<file path="config.mk">
export PLATFORM = sky130hd
export DESIGN_NAME = kthc_queue
export DESIGN_NICKNAME = d
export VERILOG_FILES = /design/src/design/kthc_pkg.sv /design/src/design/kthc_queue.sv
export VERILOG_INCLUDE_DIRS = /design/src /design/src/design
export SDC_FILE = /design/constraint.sdc
export NUM_CORES = 1
export LEC_CHECK = 0
export BUFFER_PORTS_ARGS = -buffer_cell sky130_fd_sc_hd__buf_2
export CAP_MARGIN = 15
export CORE_UTILIZATION = 40
export DETAILED_ROUTE_END_ITERATION = 8
export PLACE_DENSITY = 0.63
export SYNTH_ARGS = -nofsm -noshare
export SYNTH_HDL_FRONTEND = slang
export SYNTH_SLANG_ARGS = --single-unit
</file>
<file path="constraint.sdc">
create_clock -name clk -period 3.7 [get_ports clk]
set_input_delay 0.925 -clock clk [delete_from_list [all_inputs] [get_ports clk]]
set_output_delay 0.925 -clock clk [all_outputs]
set_load 0.1 [all_outputs]
</file>
<file path="src/design/key_tap_hold_classifier_macros.svh">
// assertion helpers shared by the classifier modules
// every module that uses them has clk and rst_n in scope
`ifndef KEY_TAP_HOLD_CLASSIFIER_MACROS_SVH
`define KEY_TAP_HOLD_CLASSIFIER_MACROS_SVH

// same-cycle implication, quiet while in reset
`define KTHC_CHECK(label, ante, cons, msg) \
    label: assert property (@(posedge clk) disable iff (!rst_n) (ante) |-> (cons)) \
        else $error(msg);

// next-cycle implication, quiet while in reset
`define KTHC_CHECK_NEXT(label, ante, cons, msg) \
    label: assert property (@(posedge clk) disable iff (!rst_n) (ante) |=> (cons)) \
        else $error(msg);

`endif

</file>
<file path="src/design/kthc_pkg.sv">
package kthc_pkg;

    localparam int NUM_KEYS_DEF  = 256;
    localparam int TIME_BITS_DEF = 32;

    localparam int KEY_W     = 8;
    localparam int ELAPSED_W = 16;
    localparam int THR_W     = 32;

    localparam logic [THR_W-1:0] THRESHOLD_RESET = 32'd100;

    // result queue depth, power of two
    localparam int QUEUE_DEPTH = 4;
    localparam int QPTR_W      = $clog2(QUEUE_DEPTH);
    localparam int QCNT_W      = $clog2(QUEUE_DEPTH + 1);

    typedef enum logic [1:0] {
        ST_FREE     = 2'd0,
        ST_PRESSED  = 2'd1,
        ST_HELD     = 2'd2,
        ST_RELEASED = 2'd3
    } key_state_t;

    typedef enum logic [1:0] {
        EV_NONE   = 2'd0,
        EV_TAP    = 2'd1,
        EV_HELD   = 2'd2,
        EV_UNHOLD = 2'd3
    } key_event_t;

    typedef struct packed {
        logic [KEY_W-1:0] key_id;
        key_event_t       event_res;
        key_state_t       new_state;
    } result_t;

endpackage

</file>
<file path="src/design/kthc_queue.sv">
`include "key_tap_hold_classifier_macros.svh"

module kthc_queue (
    input  logic                        clk,
    input  logic                        rst_n,
    input  logic                        push,
    input  kthc_pkg::result_t           push_data,
    input  logic                        pop,
    output logic                        pop_valid,
    output kthc_pkg::result_t           pop_data,
    output logic [kthc_pkg::QCNT_W-1:0] count
);

    kthc_pkg::result_t              entry_reg [kthc_pkg::QUEUE_DEPTH];
    logic [kthc_pkg::QPTR_W-1:0]    wr_ptr_reg, rd_ptr_reg;
    logic [kthc_pkg::QCNT_W-1:0]    count_reg, count_next;

    assign pop_valid = count_reg != '0;
    assign pop_data  = entry_reg[rd_ptr_reg];
    assign count     = count_reg;

    always_comb
    begin
        count_next = count_reg;
        if (push && !pop)
        begin
            count_next = count_reg + 1'b1;
        end
        else if (pop && !push)
        begin
            count_next = count_reg - 1'b1;
        end
    end

    always_ff @(posedge clk)
    begin
        if (push)
        begin
            entry_reg[wr_ptr_reg] <= push_data;
        end
    end

    always_ff @(posedge clk or negedge rst_n)
    begin
        if (!rst_n)
        begin
            wr_ptr_reg <= '0;
            rd_ptr_reg <= '0;
            count_reg  <= '0;
        end
        else
        begin
            if (push)
            begin
                wr_ptr_reg <= wr_ptr_reg + 1'b1;
            end
            if (pop)
            begin
                rd_ptr_reg <= rd_ptr_reg + 1'b1;
            end
            count_reg <= count_next;
        end
    end

    `KTHC_CHECK(a_no_pop_empty, pop, count_reg != '0, "pop from an empty result queue")

endmodule

</file>
* Word-level counts from Yosys, hierarchy flattened *
Memory sizes are Yosys's and may differ from the RTL's.
Index checks and enable logic that the tools add are counted.

word-level totals
  bits in registers = 7
  memory bits (writable) = 48
  input bits = 16
  output and inout port bits = 16
  word-level logic and storage cells = 18
  memories kept = 1

memories
  memory     depth  bits a word  rd ports  clocked after Yosys merged registers in  write ports  line              RTL
  entry_reg  4      12           1         0                                        1            kthc_queue.sv:14  kthc_pkg::result_t entry_reg [kthc_pkg::QUEUE_DEPTH];

cells by class
  add/subtract/negate cells = 4
  mux-type cells = 4
  reduce and logical (&&, ||, !) cells = 6

operator list
  kind                   number
  $mux W3                2
  $add A2 B1 Y2 const B  2
  $add A3 B1 Y3 const B  1
  $reduce_bool A3 Y1     1
  $sub A3 B1 Y3 const B  1
  $logic_and A1 B1 Y1    2
  $logic_not A1 Y1       2
  $mux W1                2
  $reduce_bool A2 Y1     1

* Depth between registers and ports, before layout *
Gate-level depths: netlist (run 1).

  depth in word-level cells = 4
  gate-level depth with buffers = 7
  mapped depth without buffers = 7

* Worst setup path after synthesis (run 1) *
No wires, ideal clock.

  path kind = register -> output
  start point = register count_reg, in the netlist count[0]
  end point = output pop_valid
  arrival time = 1.791 ns
  required time = 2.775 ns
  slack = 0.984 ns
  cell stages (with the launch flop) = 2
  buffers on the path = 0
  cells stage by stage = dfrtp_1 > or3_1

on the way
  longest elaborated chain between the ends = 1

ends and longest elaborated chain
  element                 line              RTL
  from (decl)             kthc_queue.sv:16  logic [kthc_pkg::QCNT_W-1:0] count_reg, count_next;
  from (signal assigned)  kthc_queue.sv:61  count_reg <= count_next;
  $reduce_bool A3 Y1      kthc_queue.sv:18  assign pop_valid = count_reg != '0;
  to (decl)               kthc_queue.sv:9   output logic pop_valid,

No other way between the ends.

==> summary.txt, run 1 <==
STA
  • Tmin final: ~2900 ps
  • Slew headroom: 0.546
  • Final hold vios: 0
  • RSZ-0062 raised after global routing: false
  • Max Freq: 345 MHz
  • Slew @ Worst Pin: 682 ps
  • Setup TNS: 0 ps
  • Slew Viols, Final: 0
  • Final setup viols: 0
  • Final period util: 0.784
  • Clock Skews: 11.4 ps

Clocking
  • Clock root cell: clkbuf_8
  • Later-pin clock latency in the skew report: 310 ps
  • CTS tree: yes
  • Post-CTS setup buffer count: 0
  • Hold buffers post-CTS: 0
  • CTS H-tree lvls: 2
  • CTS Buf Count: 5
  • CTS Buffer Depth: 2
  • Num Clock Sinks: 55
  • # resized after CTS: 0
  • Clock transition at path regs: 90 ps

Routing
  • First-pass DRT Iterations: 3
  • Post-route ant nets: 0
  • WL per Instance: 16.5 um
  • Via density: 4.81
  • Initial drt markers: 68
  • Final WL: 3.34 mm
  • Vias: approximately 980
  • Residual DRC: 0

Floorplan
  • Die Height: 75.3 um
  • Total core area: 5140 um^2
  • Die X: 75.3 um
  • Starting density of the core: 0.418
  • Ports: 32
  • Die area: 5660 um^2
  • Row count: 26

Worst setup path
  • Worst setup path end: pop_data[8]
  • Class of the most critical setup path: reg2out
  • Worst-case reg-to-reg path depth: 3
  • Setup crit start: rd_ptr_reg[0]
  • CP startpoint kind: flip-flop
  • R2r endpoint: entry_reg[1][4]
  • Crit path arrival time: 1970 ps
  • Crit-path max FO: 8
  • Reg2reg start: wr_ptr_reg[1]
  • CP Data Required Time: 2770 ps
  • Crit. End Element: primary output
  • R2R Setup Slk: 2110 ps

Synth
  • Mapped Cells: 96
  • Async SR Flop Fraction: 0.127
  • Flops & latches, synth: 55
  • Sequential share of the synthesized area: 0.753
  • Netlist Area Pre-Place: 2150 um^2
  • Mean Syn Cell Area: 22.4 um^2
  • Area leader, netlist: edfxtp_1
  • Post-Syn Nets: 118
  • Xor and xnor area share after synthesis: 0.0245
  • Ys Warns: 0
  • Primary FF master, synth: edfxtp_1
  • Complex-gate fraction of the synthesized area: 0.00233
  • Area share of fa/ha/maj cells after synthesis: 0.0385
  • Count of different cell masters after synthesis: 18
  • Largest family of logic cells by synthesized area: multiplexers
  • Synth Area in Simple Gates: 0.0198
  • Post-synthesis mux area share: 0.138
  • Post-synth EDFFs: 48
  • Most frequent cells after synthesis: 48 x edfxtp_1, 8 x mux4_2, 7 x dfrtp_1
  • Most frequent cell after synthesis: edfxtp_1
  • Ranking of synthesized cells by area: edfxtp_1 67%, mux4_2 8.4%, dfrtp_1 8.2%
  • Synth top area share: 0.671

Final layout
  • Antenna diode count: 0
  • Post-layout nets: 154
  • Largest register FFs: 48
  • Area growth, synth to finish: 14.2%
  • Fraction of layout cells with a size suffix above 1: 0.368
  • Util after Layout: 0.477

Global routing
  • GR Overflow Total: 0
  • Global-route wire length before repair: 5.11 mm
  • Vias in the first global route: around 1000
  • Largest net degree at the start of global routing: 19
  • GRT Util Overall: 0.133
  • Initial antenna violation count: 0

Run
  • Max-Cap Viols: 0

Placed design
  • Buffers added on ports: 31
  • Hpwl dp: 2.27 mm
  • Gpl congestion: 0.662

Worst hold path
  • HP Class: in2async

Outcome
  • Status: finished, final reports clean
kinds of logic after synthesis:
| group | count (synthesis) |
|---|---|
| AND/OR/NAND/NOR | 8 |
| AO/OA/AOI/OAI | 1 |
| adder cells (fa/ha/maj) | 6 |
| flip-flops | 55 |
| XOR/XNOR | 6 |
| buffers and inverters | 7 |
| multiplexers | 13 |
stage by stage:
step	setup slack, ps	std cells	hold slack, ps	area [um^2]
after global placement	1120	195	470	2360
after detailed placement	1100	195	470	2360
after CTS	735	203	430	2450
after floorplan	984	96	491	2150
final	801	203	444	2450
after global routing	659	203	434	2450
area by class of cell:
cell class	instances	area, um^2
fillers	468	2690
flip-flops and latches	55	1620
multi-input cells	34	479
repair buffers	32	163
well taps	70	87.6
clock buffers	5	68.8
clock inverters	3	22.5
inverters	4	15.0
worst min path at each step:
stage | endpoint | depth (start not counted)
after floorplan | wr_ptr_reg[0] | 1
after global placement | count[2] | 1
after detailed placement | count[2] | 1
after CTS | rd_ptr_reg[1] | 1
after global routing | rd_ptr_reg[1] | 1
final | rd_ptr_reg[1] | 1
worst max-delay path, stage by stage, from the launching register on:
cell	delay, ps
dfrtp_1	580
buf_4	270
mux4_2	510
buf_2	300
placed cells by master (no fill, tap or decap):
| cell | count |
|---|---|
| edfxtp_1 | 48 |
| buf_2 | 31 |
| mux4_2 | 8 |
| dfrtp_1 | 7 |
| ha_1 | 5 |
| clkbuf_8 | 5 |
| and2_1 | 4 |
| inv_1 | 4 |
| mux4_1 | 4 |
| xor2_1 | 4 |
| xnor2_1 | 2 |
| nand2_1 | 2 |
| or3_1 | 1 |
| mux2_2 | 1 |
| o21ai_0 | 1 |
| nor2_1 | 1 |
| fa_1 | 1 |
| inv_6 | 1 |
| clkinv_4 | 1 |
| clkinv_2 | 1 |
| buf_4 | 1 |
per-layer routing:
metal,share of wire,vias to the layer above,track usage
met5,0,-,0
met2,0.55,20,0.227
met3,0.040,2,0.0469
met1,0.40,506,0.156
met4,0.0024,0,0.0494
li1,-,449,-
Power of run 1 is left out: the tool's default activity adds up to more than one toggle a clock period on the data nets, which glitch-free logic cannot reach.
==> inputs of run 2 (changes only) <==
- PLACE_DENSITY: 0.63 -> 0.66
- clock period: 3.7 -> 2.48 ns (I/O delays scaled with it)
==> run 2 against run 1 <==
Compared with the run above: non-clock buffer count grew 1; die area is the same; worst hold slack lost 310 ps; cell area grew 1.6%; critical path depth is the same; core utilization grew 0.75 points; clock-buffer cell count is the same; wire length shrank 3.4%; largest cell class unchanged; highest routed layer unchanged.
==> summary.txt, run 2 (synthesis results as in run 1) <==
Worst setup path
  • Crit path arrival time: 1750 ps (-220 ps)
  • Class of the most critical setup path: reg2out
  • R2R Setup Slk: 900 ps (-1210 ps)
  • Worst path max stage delay: 500 ps (-80 ps)
  • Top delay family on crit path: buffers and inverters
  • Critical-path cell list: buf_4 -> mux4_2 -> buf_2
  • Slowest CP cell: mux4_2
  • Crit-path max FO: 7 (-1)
  • Buf+Inv Stages, Crit Path: 2 (unchanged)
  • CP startpoint kind: flip-flop
  • Crit. End Element: primary output
  • CP Data Required Time: 1860 ps (-910 ps)

STA
  • Final setup viols: 0 (unchanged)
  • Slew headroom: 0.549 (+0.00320)
  • Slew Viols, Final: 0 (unchanged)
  • Hold WS: 134 ps (-311 ps)
  • Setup TNS: 0 ps (unchanged)
  • Final hold vios: 0 (unchanged)
  • Slew @ Worst Pin: 677 ps (-4.81 ps)
  • Clock Skews: 8.69 ps (-2.67 ps)
  • Tmin final: 2370 ps
  • RSZ-0062 raised after global routing: false
  • Final period util: 0.956
  • Max Freq: 422 MHz

Global routing
  • Vias in the first global route: 1047 (+2.5%)
  • GR Layer Usage met2: 0.216 (-0.0110)
  • M3 GR Usage: 0.0442 (-0.00268)
  • GR Overflow Total: 0 (unchanged)
  • Global-route wire length before repair: 5.24 mm (+2.6%)
  • GRT Util Overall: 0.139 (+0.00583)
  • Largest net degree at the start of global routing: 18 (-1)
  • Grt peak-use layer: met2
  • Met1 Resource Use GR: 0.181 (+0.0247)
  • Initial antenna violation count: 0 (unchanged)

Clocking
  • Post-CTS setup buffer count: 0 (unchanged)
  • CTS H-tree lvls: 2 (unchanged)
  • Hold buffers post-CTS: 0 (unchanged)
  • CTS tree: yes
  • Num Clock Sinks: 55 (unchanged)
  • CTS Buf Count: 5 (unchanged)
  • CTS Buffer Depth: 2 (unchanged)
  • Clock transition at path regs: 80 ps (about the same)
  • Later-pin clock latency in the skew report: 300 ps (about the same)
  • Clock root cell: clkbuf_8

Routing
  • Residual DRC: 0 (unchanged)
  • Vias: 958 (-1.9%)
  • Final WL: 3.23 mm (-3.4%)
  • Post-route ant nets: 0 (unchanged)
  • Initial drt markers: 59 (-13%)
  • Via density: 4.70 (-2.4%)
  • First-pass DRT Iterations: 4 (+1)
  • WL per Instance: 15.8 um (-3.8%)

Final layout
  • Design Area, Final: 2490 um^2 (+1.6%)
  • Most frequent cells in the layout: 48 x edfxtp_1, 28 x buf_2, 8 x mux4_2
  • Commonest non-fill, non-tap cell in the layout: edfxtp_1
  • Largest register FFs: 48 (unchanged)
  • Post-layout nets: 155 (+0.65%)
  • Final cell count without fillers: 204 (+0.49%)
  • Antenna diode count: 0 (unchanged)
  • Area growth, synth to finish: 16.0%
  • Fraction of layout cells with a size suffix above 1: 0.388 (+0.0196)

Floorplan
  • Row count: 26 (unchanged)
  • Total core area: 5140 um^2 (unchanged)
  • Starting density of the core: 0.418 (unchanged)
  • Die Height: 75.3 um (unchanged)
  • Die area: 5660 um^2 (unchanged)
  • Ports: 32 (unchanged)
  • Die X: 75.3 um (unchanged)

Run
  • Max-Cap Viols: 0 (unchanged)

Worst hold path
  • HP Class: in2async

Placed design
  • Placed cell areas: 2370 um^2 (+0.32%)
  • Buffers added on ports: 31 (unchanged)
  • Gpl congestion: 0.620 (-6.3%)
  • Hpwl dp: 2.21 mm (-2.7%)
  • Inst Count DP: 196 (+0.51%)

Outcome
  • Status: finished, final reports clean
-- run 2: routing by layer --
layer | vias up | routed length, um
met1 | 481 | 1460
met4 | 0 | 58
met3 | 5 | 122
met5 | - | 0
met2 | 22 | 1580
li1 | 450 | -
-- run 2: path summary, 6_finish.rpt --
kind	from	endpoint	cells past startpoint
max	rd_ptr_reg[0]	pop_data[9]	3
min	rst_n	wr_ptr_reg[0]	1
max reg2reg	wr_ptr_reg[0]	entry_reg[2][3]	3
min reg2reg	count[2]	count[2]	1
max in group asynchronous	rst_n	rd_ptr_reg[0]	1
min in group clk	count[2]	count[2]	1
-- run 2: per-stage QoR --
step / setup WS [ps] / util
final: 109 / 0.485
after global routing: 10.7 / 0.485
after CTS: 55.7 / 0.484
after detailed placement: 314 / 0.461
after global placement: 329 / 0.461
after floorplan: 68.6 / -
-- run 2: final cells by class --
cell class	instances	area, um^2
Sequential cell	55	1620
Multi-Input combinational cell	34	479
Tap cell	70	87.6
Timing Repair Buffer	33	178
Clock buffer	5	68.8
Fill cell	447	2650
Inverter	4	15.0
Clock inverter	3	43.8
-- run 2: what timing repair did --
item	CTS	global route
endpoints found under the hold margin	0	0
endpoints found under the setup margin	5	6
resized for setup	3	2
gates cloned	0	0
Power of run 2 is left out for the same reason.
