--- src/design/key_tap_hold_classifier_macros.svh ---
// assertion helpers shared by the classifier modules
// every module that uses them has clk and rst_n in scope
`ifndef KEY_TAP_HOLD_CLASSIFIER_MACROS_SVH
`define KEY_TAP_HOLD_CLASSIFIER_MACROS_SVH

// same-cycle implication, quiet while in reset
`define KTHC_CHECK(label, ante, cons, msg) \
    label: assert property (@(posedge clk) disable iff (!rst_n) (ante) |-> (cons)) \
        else $error(msg);

// next-cycle implication, quiet while in reset
`define KTHC_CHECK_NEXT(label, ante, cons, msg) \
    label: assert property (@(posedge clk) disable iff (!rst_n) (ante) |=> (cons)) \
        else $error(msg);

`endif

--- src/design/kthc_pkg.sv ---
package kthc_pkg;

    localparam int NUM_KEYS_DEF  = 256;
    localparam int TIME_BITS_DEF = 32;

    localparam int KEY_W     = 8;
    localparam int ELAPSED_W = 16;
    localparam int THR_W     = 32;

    localparam logic [THR_W-1:0] THRESHOLD_RESET = 32'd100;

    // result queue depth, power of two
    localparam int QUEUE_DEPTH = 4;
    localparam int QPTR_W      = $clog2(QUEUE_DEPTH);
    localparam int QCNT_W      = $clog2(QUEUE_DEPTH + 1);

    typedef enum logic [1:0] {
        ST_FREE     = 2'd0,
        ST_PRESSED  = 2'd1,
        ST_HELD     = 2'd2,
        ST_RELEASED = 2'd3
    } key_state_t;

    typedef enum logic [1:0] {
        EV_NONE   = 2'd0,
        EV_TAP    = 2'd1,
        EV_HELD   = 2'd2,
        EV_UNHOLD = 2'd3
    } key_event_t;

    typedef struct packed {
        logic [KEY_W-1:0] key_id;
        key_event_t       event_res;
        key_state_t       new_state;
    } result_t;

endpackage

--- src/design/kthc_back.sv ---
module kthc_back (
    input  logic              clk,
    input  logic              rst_n,
    input  logic              q_valid,
    input  kthc_pkg::result_t q_data,
    output logic              q_pop,
    output logic              out_valid,
    input  logic              out_ready,
    output kthc_pkg::result_t out_data
);

    logic              out_valid_reg, out_valid_next;
    kthc_pkg::result_t out_data_reg;

    // refill the output register whenever it is empty or being taken
    assign q_pop          = q_valid && (!out_valid_reg || out_ready);
    assign out_valid_next = q_pop || (out_valid_reg && !out_ready);

    always_ff @(posedge clk or negedge rst_n)
    begin
        if (!rst_n)
        begin
            out_valid_reg <= 1'b0;
        end
        else
        begin
            out_valid_reg <= out_valid_next;
        end
    end

    always_ff @(posedge clk)
    begin
        if (q_pop)
        begin
            out_data_reg <= q_data;
        end
    end

    assign out_valid = out_valid_reg;
    assign out_data  = out_data_reg;

endmodule

--- config.mk ---
export PLATFORM = sky130hd
export DESIGN_NAME = kthc_back
export DESIGN_NICKNAME = d
export VERILOG_FILES = /design/src/design/key_tap_hold_classifier_macros.svh /design/src/design/kthc_pkg.sv /design/src/design/kthc_back.sv
export SDC_FILE = /design/constraint.sdc
export NUM_CORES = 1
export LEC_CHECK = 0
export BUFFER_PORTS_ARGS = -buffer_cell sky130_fd_sc_hd__buf_2
export CAP_MARGIN = 20
export CORE_AREA = 3 3 40 42
export CTS_CLUSTER_SIZE = 20
export DETAILED_ROUTE_END_ITERATION = 7
export DIE_AREA = 0 0 43 45
export PLACE_DENSITY = 0.74
export SLEW_MARGIN = 30
export SYNTH_ARGS = -nofsm -noshare
export SYNTH_HDL_FRONTEND = slang
export SYNTH_SLANG_ARGS = --single-unit
--- constraint.sdc ---
create_clock -name clk -period 1.5 [get_ports clk]
set_clock_uncertainty 0.2 [all_clocks]
set_input_delay 0.075 -clock clk [delete_from_list [all_inputs] [get_ports clk]]
set_output_delay 0.075 -clock clk [all_outputs]
set_load 0.01 [all_outputs]
# Yosys cells after proc, flatten, opt, wreduce, memory -nomap -nowiden
# Index checks and enable logic that the tools add are counted.
# classes
n_addsub	0
mul	0
div	0
n_lt_le_gt_ge	0
eq_ne	0
n_shift	0
n_mux	0
bitwise	0
n_reduce_logical	6
# op_table
cell	n
logical AND 1 bit	2
logical NOT 1 bit	2
logical OR 1 bit	2
# totals
register_bits	13
latchBits	0
ramBits	0
mem_bits_ro	0
input_bits	16
out_inout_bits	14
wordCells	10
n_memories	0

# Longest topological paths before layout
# Gate-level depths: netlist of run 1.
# logic_depth
depth_word	4
depth_mapped	2
ltp_nobuf	2

# Worst setup path after synthesis of run 1
# Ideal clock, no wire load.
# synth_path
kind	reg2reg
from	register out_valid_reg (netlist: out_valid)
to	register out_data_reg, in the netlist out_data[0] (enable)
setup_ns	0.372
t_arrival_ns	0.914
required_ns	0.928
path_slack_ns	0.014
stages_incl_launch_ff	3
n_path_buf	0
synth_period_minus_slack_ns	1.486
cell_sequence	dfrtp_1 > nand2b_1 > and2_1
# synth_via
elab_chain_len	3
# synth_rtl
element	line_no	rtl
start: declaration	kthc_back.sv:12	logic out_valid_reg, out_valid_next;
start signal: assignment	kthc_back.sv:27	out_valid_reg <= out_valid_next;
logical NOT 1 bit	kthc_back.sv:16	assign q_pop = q_valid && (!out_valid_reg || out_ready);
logical OR 1 bit	kthc_back.sv:16	
logical AND 1 bit	kthc_back.sv:16	
via q_pop	kthc_back.sv:6	output logic q_pop,
end signal: assignment	kthc_back.sv:35	out_data_reg <= q_data;
end: declaration	kthc_back.sv:13	kthc_pkg::result_t out_data_reg;
# The timed path passes the listed nets, and every way through them passes these cells.
# A chain may end at the register's enable or synchronous reset.

# Worst setup path in the final report of run 1
# layout_path
from	input port q_valid
to	register out_valid_reg (netlist: out_valid)
# layout_via
elab_chain_len	2
# layout_rtl
element	line_no	rtl
start: declaration	kthc_back.sv:4	input logic q_valid,
logical AND 1 bit	kthc_back.sv:16	
logical OR 1 bit	kthc_back.sv:17	assign out_valid_next = q_pop || (out_valid_reg && !out_ready);
via out_valid_next	kthc_back.sv:12	
# The timed path passes the listed nets, and every way through them passes these cells.

==> results_tabular.tex, run 1 <==
\begin{tabular}{lr}
\hline
Metric & Value \\
\hline
\multicolumn{2}{l}{\textbf{Power and ir drop}} \\
Clock power frac & 0.279 \\
Cell Pwr Density & 945 mW/mm² \\
Leakage & 0.337 nW \\
Combinational cell fraction of total power & 0.141 \\
Sequential fraction of design power & 0.580 \\
Pwr Total & 732 µW \\
Worst vdd rail ir drop & 0.422 mV \\
Proportion of total power due to net switching & 0.200 \\
Internal power of the cells & 586 µW \\
Net load switching power & 146 µW \\
\multicolumn{2}{l}{\textbf{Setup path}} \\
Crit. End Element & register \\
Data arrival time of the critical path & 1420 ps \\
Cell repeated most along the worst path & sky130\_fd\_sc\_hd\_\_dlygate4sd3\_1 \\
Crit path max-delay family & buffers and inverters \\
Crit Path Max Fanout & 2 \\
Crit start category & primary input \\
Worst r2r path cells & 3 \\
Worst reg2reg endpoint & out\_valid\$\_DFF\_PN0\_ \\
Highest cell delay on the worst timing path & 550 ps \\
CP cell instances & dlygate4sd3\_1 -> buf\_2 -> nand2b\_1 -> dlygate4sd3\_1 \\
Cell with the largest stage delay on the worst path & sky130\_fd\_sc\_hd\_\_dlygate4sd3\_1 \\
Critical path buffer and inverter count & 3 \\
Required time at the worst-slack endpoint & 1450 ps \\
Path type of the worst setup path & primary input to register \\
Worst setup slack for register-to-register paths & 100 ps \\
Origin of the critical flop-to-flop path & out\_valid\$\_DFF\_PN0\_ \\
\multicolumn{2}{l}{\textbf{STA}} \\
Final Hold Violating Endpoints & 0 \\
Number of setup violations in the final report & 0 \\
Minimum hold slack & 247 ps \\
Setup repair after global routing missed its margin & false \\
Worst-margin pin slew & 134 ps \\
Fraction of the cycle the final worst path needs & 0.978 \\
Post-Route Setup TNS & 0 ps \\
FMAX & 0.682 GHz \\
Shortest period the worst path allows & 1470 ps \\
PnR worst setup slack & 33.0 ps \\
Relative slew margins & 0.911 \\
Final Max Tran Viols & 0 \\
\multicolumn{2}{l}{\textbf{Detailed routing}} \\
Total DRC errors in the routed layout & 0 \\
Overall routed net length & 1000 µm \\
Number of nets still failing antenna checks after routing & 0 \\
Mean routed wirelength per cell & 12.4 µm \\
Via count & 333 \\
DRC violation total after the first TritonRoute iteration & 4 \\
Avg Vias per Cell & 4.11 \\
Number of detailed-routing iterations run before antenna repair & 2 \\
\multicolumn{2}{l}{\textbf{Hold path}} \\
Hold Path Class & primary input to register \\
Hold path depth & 4 \\
Startpoint of the worst hold path & out\_ready \\
Hold path endpoint & out\_data[10]\$\_DFFE\_PP\_ \\
\multicolumn{2}{l}{\textbf{Synth}} \\
Warnings, synthesis & 0 \\
Area share of the largest cell type after synthesis & 0.892 \\
Cells after synthesis & 16 \\
Syn Area/Cell & 25.3 µm² \\
Sequential share of the synthesized area & 0.954 \\
Most used flip-flop cell after synthesis & sky130\_fd\_sc\_hd\_\_edfxtp\_1 \\
Post-synthesis sequential element count & 13 \\
Count of flip-flops with a built-in enable after synthesis & 12 \\
Fraction of synthesis flops using an asynchronous set or reset pin & 0.0769 \\
Most repeated cell in the gate-level netlist after synthesis & sky130\_fd\_sc\_hd\_\_edfxtp\_1 \\
Top cell types by occurrence after synthesis & 12 x sky130\_fd\_sc\_hd\_\_edfxtp\_1, 2 x sky130\_fd\_sc\_hd\_\_nand2b\_1, 1 x sky130\_fd\_sc\_hd\_\_and2\_1, 1 x sky130\_fd\_sc\_hd\_\_dfrtp\_1 \\
Synth unique cells & 4 \\
Largest cells by area after synthesis & sky130\_fd\_sc\_hd\_\_edfxtp\_1 89\%, sky130\_fd\_sc\_hd\_\_dfrtp\_1 6.2\%, sky130\_fd\_sc\_hd\_\_nand2b\_1 3.1\% \\
Synth area leader & sky130\_fd\_sc\_hd\_\_edfxtp\_1 \\
Net Count, Synth & 32 \\
Post-synthesis instance area & 404 µm² \\
\multicolumn{2}{l}{\textbf{Die}} \\
Core ar. & 0.00128 mm² \\
Chip Width & 43 µm \\
Area enclosed by the die boundary & 0.00194 mm² \\
Number of core rows & 13 \\
Effective utilization at floorplan & 0.315 \\
IO Count & 30 \\
Height of the die & 45 µm \\
\multicolumn{2}{l}{\textbf{CTS}} \\
Clk sink count & 13 \\
Number of instances resized during post-cts repair & 0 \\
Buffers from clock root to sink, at most & 2 \\
Clock slew at reported path FFs & 70 ps \\
Post CTS Setup Buffer Count & 0 \\
Clock root buffer master & sky130\_fd\_sc\_hd\_\_clkbuf\_4 \\
H-tree level count & 1 \\
Clock network latency to the later pin of the worst-skew pair & 260 ps \\
TritonCTS clock tree & done \\
Number of buffers added by the clock tree synthesis step & 3 \\
\multicolumn{2}{l}{\textbf{Placement}} \\
Post-Place Cells & 61 \\
Routability-driven placement congestion ratio & 0.626 \\
Post-place instance area & 588 µm² \\
Port-buffer cells & 29 \\
Placement Setup Slack & 218 ps \\
\multicolumn{2}{l}{\textbf{Layout}} \\
Antenna Cells & 0 \\
Flip-flop count of the largest register after layout & 12 \\
Post-layout instance area & 774 µm² \\
Number of filler instances in the final layout & 102 \\
Nets & 83 \\
Fraction of layout cells with a size suffix above 1 & 0.500 \\
Relative area change from synthesis to final layout & 91.6\% \\
Core occupancy in the finished layout & 0.603 \\
Final Instance Count excl. Fillers & 81 \\
\multicolumn{2}{l}{\textbf{Global routing}} \\
Initial antenna violation count & 0 \\
GR Overflow Total & 0 \\
Total track usage & 0.110 \\
Number of global-route vias before repair & 358 \\
Global-route wire length before repair & 1480 µm \\
Pin count of the biggest net entering global routing & 13 \\
\multicolumn{2}{l}{\textbf{Job}} \\
Maximum Capacitance Violations & 0 \\
\multicolumn{2}{l}{\textbf{Status}} \\
Outcome & finished clean \\
\hline
\end{tabular}
## power by group through the flow
stage	combinational [mW]	clock (mW)	sequential, mW
floorplan	0.0107	0	0.444
global route	0.112	0.230	0.427
detailed placement	0.0716	0	0.433
global placement	0.0704	0	0.432
finish	0.103	0.204	0.425
CTS	0.104	0.216	0.425
## worst max path at each step
stage / from / endpoint / slack [ps] / cells after the start
after detailed placement: out_valid$_DFF_PN0_ / out_data[9]$_DFFE_PP_ / 220 / 3
after global placement: out_valid$_DFF_PN0_ / out_data[5]$_DFFE_PP_ / 250 / 3
final: q_valid / out_valid$_DFF_PN0_ / 30 / 4
after floorplan: out_valid$_DFF_PN0_ / out_data[0]$_DFFE_PP_ / 10 / 2
after global routing: q_valid / out_valid$_DFF_PN0_ / 30 / 4
after CTS: q_valid / out_valid$_DFF_PN0_ / 60 / 4
## repair_timing
item,4_1_cts,5_1_grt
endpoints found under the setup margin,0,0
hold buffers,16,0
hold endpoints to repair,14,0
## worst reg2reg max path: cells and delay by family (launching register included)
kind / cells / cell delay (ps)
buf+inv: 1 / 550
flops: 1 / 390
simple gates: 2 / 140
## cell type report
class | count | area, µm² | area share
clock buffer | 4 | 26.3 | 0.0339
multi-input combinational | 3 | 18.8 | 0.0242
sequential | 13 | 385 | 0.498
tap | 15 | 18.8 | 0.0242
timing repair buffer | 46 | 325 | 0.420
## placed cells by master, fill, tap and decap left out
cell,netlist,routed
sky130_fd_sc_hd__buf_12,0,1
sky130_fd_sc_hd__and2_1,1,1
sky130_fd_sc_hd__nand2b_1,2,2
sky130_fd_sc_hd__dlygate4sd3_1,0,16
sky130_fd_sc_hd__clkbuf_4,0,3
sky130_fd_sc_hd__clkbuf_1,0,1
sky130_fd_sc_hd__edfxtp_1,12,12
sky130_fd_sc_hd__dfrtp_1,1,1
sky130_fd_sc_hd__buf_2,0,29
## metal layers
metal	vias to the layer above	GRT usage	part of all wire
met1	143	0.110	0.39
met4	0	0.0723	0.0050
li1	162	-	-
met5	-	0	0
met3	2	0.0438	0.10
met2	26	0.192	0.50
## cells by family (layout without fill, tap and decap cells)
group	count (synthesis)	in the layout	synth area share
flops	13	13	0.954
buf+inv	0	50	0
simple gates	3	3	0.0464
(Power assumes the default switching activity.)
==> run 2, diff against run 1 <==
Settings changed: CORE_AREA 3 3 40 42 to 2 2 39 41, DIE_AREA 0 0 43 45 to 0 0 41 43.
==> results_tabular.tex, run 2 (synthesis gave the netlist of run 1 again) <==
\begin{tabular}{lr}
\hline
Metric & Value \\
\hline
\multicolumn{2}{l}{\textbf{STA}} \\
Minimum hold slack & 239 ps (-8.21 ps) \\
Shortest period the worst path allows & 1450 ps (-16.4 ps) \\
Worst-margin pin slew & 85.6 ps (-48.5 ps) \\
Final Hold Violating Endpoints & 0 (unchanged) \\
Relative slew margins & 0.943 (+0.0323) \\
Fraction of the cycle the final worst path needs & 0.967 (-0.0109) \\
FMAX & 0.689 GHz (+1.1\%) \\
Final Max Tran Viols & 0 (unchanged) \\
Number of setup violations in the final report & 0 (unchanged) \\
Setup repair after global routing missed its margin & false \\
Post-Route Setup TNS & 0 ps (unchanged) \\
\multicolumn{2}{l}{\textbf{Die}} \\
Chip Width & 41 µm (-4.7\%) \\
Height of the die & 43 µm (-4.4\%) \\
Effective utilization at floorplan & 0.292 (-0.0225) \\
Core ar. & 0.00138 mm² (+7.7\%) \\
IO Count & 30 (unchanged) \\
Number of core rows & 14 (+1) \\
Area enclosed by the die boundary & 0.00176 mm² (-8.9\%) \\
\multicolumn{2}{l}{\textbf{Global routing}} \\
Number of global-route vias before repair & 352 (-1.7\%) \\
GR Overflow Total & 0 (unchanged) \\
Initial antenna violation count & 0 (unchanged) \\
Global-route wire length before repair & 1510 µm (+1.9\%) \\
Pin count of the biggest net entering global routing & 14 (+1) \\
Total track usage & 0.141 (+0.0302) \\
\multicolumn{2}{l}{\textbf{Setup path}} \\
Crit Path Max Fanout & 2 (unchanged) \\
Path type of the worst setup path & primary input to register \\
Data arrival time of the critical path & 1400 ps (-20 ps) \\
Crit start category & primary input \\
Worst r2r path cells & 3 (unchanged) \\
Required time at the worst-slack endpoint & 1450 ps (about the same) \\
Crit. End Element & register \\
\multicolumn{2}{l}{\textbf{Job}} \\
Maximum Capacitance Violations & 0 (unchanged) \\
\multicolumn{2}{l}{\textbf{CTS}} \\
Clock network latency to the later pin of the worst-skew pair & 260 ps (about the same) \\
Buffers from clock root to sink, at most & 2 (unchanged) \\
Clk sink count & 13 (unchanged) \\
H-tree level count & 1 (unchanged) \\
TritonCTS clock tree & done \\
Clock slew at reported path FFs & 70 ps (about the same) \\
Clock root buffer master & sky130\_fd\_sc\_hd\_\_clkbuf\_4 \\
Number of buffers added by the clock tree synthesis step & 3 (unchanged) \\
\multicolumn{2}{l}{\textbf{Power and ir drop}} \\
Combinational cell fraction of total power & 0.152 (+0.011) \\
Internal power of the cells & 594 µW (+1.3\%) \\
Sequential fraction of design power & 0.572 (-0.008) \\
Cell Pwr Density & 923 mW/mm² (-2.3\%) \\
Net load switching power & 149 µW (+2.1\%) \\
Proportion of total power due to net switching & 0.201 (+0.00133) \\
Leakage & 0.359 nW (+6.6\%) \\
Pwr Total & 743 µW (+1.4\%) \\
Worst vdd rail ir drop & 0.451 mV (+7.0\%) \\
Clock power frac & 0.275 (-0.004) \\
\multicolumn{2}{l}{\textbf{Detailed routing}} \\
Total DRC errors in the routed layout & 0 (unchanged) \\
Via count & 359 (+7.8\%) \\
Number of detailed-routing iterations run before antenna repair & 4 (+2) \\
Number of nets still failing antenna checks after routing & 0 (unchanged) \\
Mean routed wirelength per cell & 12.0 µm (-3.2\%) \\
Avg Vias per Cell & 4.13 (+0.37\%) \\
DRC violation total after the first TritonRoute iteration & 4 (unchanged) \\
Overall routed net length & 1040 µm (+4.0\%) \\
\multicolumn{2}{l}{\textbf{Layout}} \\
Fraction of layout cells with a size suffix above 1 & 0.535 (+0.0352) \\
Core occupancy in the finished layout & 0.581 (-0.0214) \\
Antenna Cells & 0 (unchanged) \\
Most common cell after layout, fill and taps aside & sky130\_fd\_sc\_hd\_\_buf\_2 \\
Top library cells by usage in the layout, fill and taps aside & 29 x sky130\_fd\_sc\_hd\_\_buf\_2, 16 x sky130\_fd\_sc\_hd\_\_dlygate4sd3\_1, 12 x sky130\_fd\_sc\_hd\_\_edfxtp\_1 \\
Number of filler instances in the final layout & 120 (+18\%) \\
Relative area change from synthesis to final layout & 99.1\% \\
Nets & 88 (+6.0\%) \\
Flip-flop count of the largest register after layout & 12 (unchanged) \\
\multicolumn{2}{l}{\textbf{Hold path}} \\
Hold Path Class & primary input to register \\
Hold path depth & 5 (+1) \\
\multicolumn{2}{l}{\textbf{Placement}} \\
Routability-driven placement congestion ratio & 0.673 (+7.6\%) \\
Port-buffer cells & 29 (unchanged) \\
\multicolumn{2}{l}{\textbf{Status}} \\
Outcome & finished clean \\
\hline
\end{tabular}
run 2: cell count changes in the layout (fill, tap and decap cells not counted):
cell / previous run / this run
sky130_fd_sc_hd__buf_4: 0 / 5
sky130_fd_sc_hd__buf_12: 1 / 0
sky130_fd_sc_hd__buf_6: 0 / 1
run 2: final timing paths:
path / startpoint / end / slack (ps)
setup / recovery: q_valid / out_valid$_DFF_PN0_ / 50
hold / removal: out_ready / out_data[1]$_DFFE_PP_ / 240
setup reg to reg: out_valid$_DFF_PN0_ / out_valid$_DFF_PN0_ / 100
hold reg to reg: out_valid$_DFF_PN0_ / out_data[1]$_DFFE_PP_ / 730
max in group asynchronous: rst_n / out_valid$_DFF_PN0_ / 550
min in group asynchronous: rst_n / out_valid$_DFF_PN0_ / 450
run 2: power by group through the flow:
stage / registers, mW / clock network [mW] / logic, mW
floorplan: 0.444 / 0 / 0.0107
global placement: 0.433 / 0 / 0.0642
detailed placement: 0.434 / 0 / 0.0659
CTS: 0.426 / 0.216 / 0.0998
global route: 0.427 / 0.236 / 0.124
finish: 0.425 / 0.205 / 0.113
run 2: layout make-up:
| type | instances | area, µm² | share of cell area |
|---|---|---|---|
| flip-flops and latches | 13 | 385 | 0.479 |
| repair buffers | 51 | 354 | 0.440 |
| clock buffers | 4 | 26.3 | 0.0327 |
| well taps | 16 | 20.0 | 0.0249 |
| multi-input cells | 3 | 18.8 | 0.0233 |
run 2: timing repair:
| action | 4_1_cts | 5_1_grt |
|---|---|---|
| setup endpoints to repair | 1 | 1 |
| gates cloned | 0 | 0 |
| hold buffers | 16 | 0 |
| resized for setup | 1 | 0 |
| setup buffers | 0 | 5 |
| endpoints found under the hold margin | 14 | 0 |
run 2: per-stage QoR:
stage | instance area [µm²] | worst slack [ps] | cells
floorplan | 404 | 14.4 | 16
global placement | 577 | 257 | 62
detailed placement | 577 | 221 | 62
CTS | 767 | 20.6 | 82
global route | 805 | 11.2 | 87
finish | 805 | 49.3 | 87
run 2: critical path, cell delays in order:
cell and delay (ps):
sky130_fd_sc_hd__dlygate4sd3_1 520, sky130_fd_sc_hd__buf_2 120, sky130_fd_sc_hd__nand2b_1 130, sky130_fd_sc_hd__dlygate4sd3_1 550
run 2: layer usage:
layer	track usage	wire (µm)
met2	0.209	507
met5	0	0
met4	0.100	0
met1	0.149	386
met3	0.0628	149
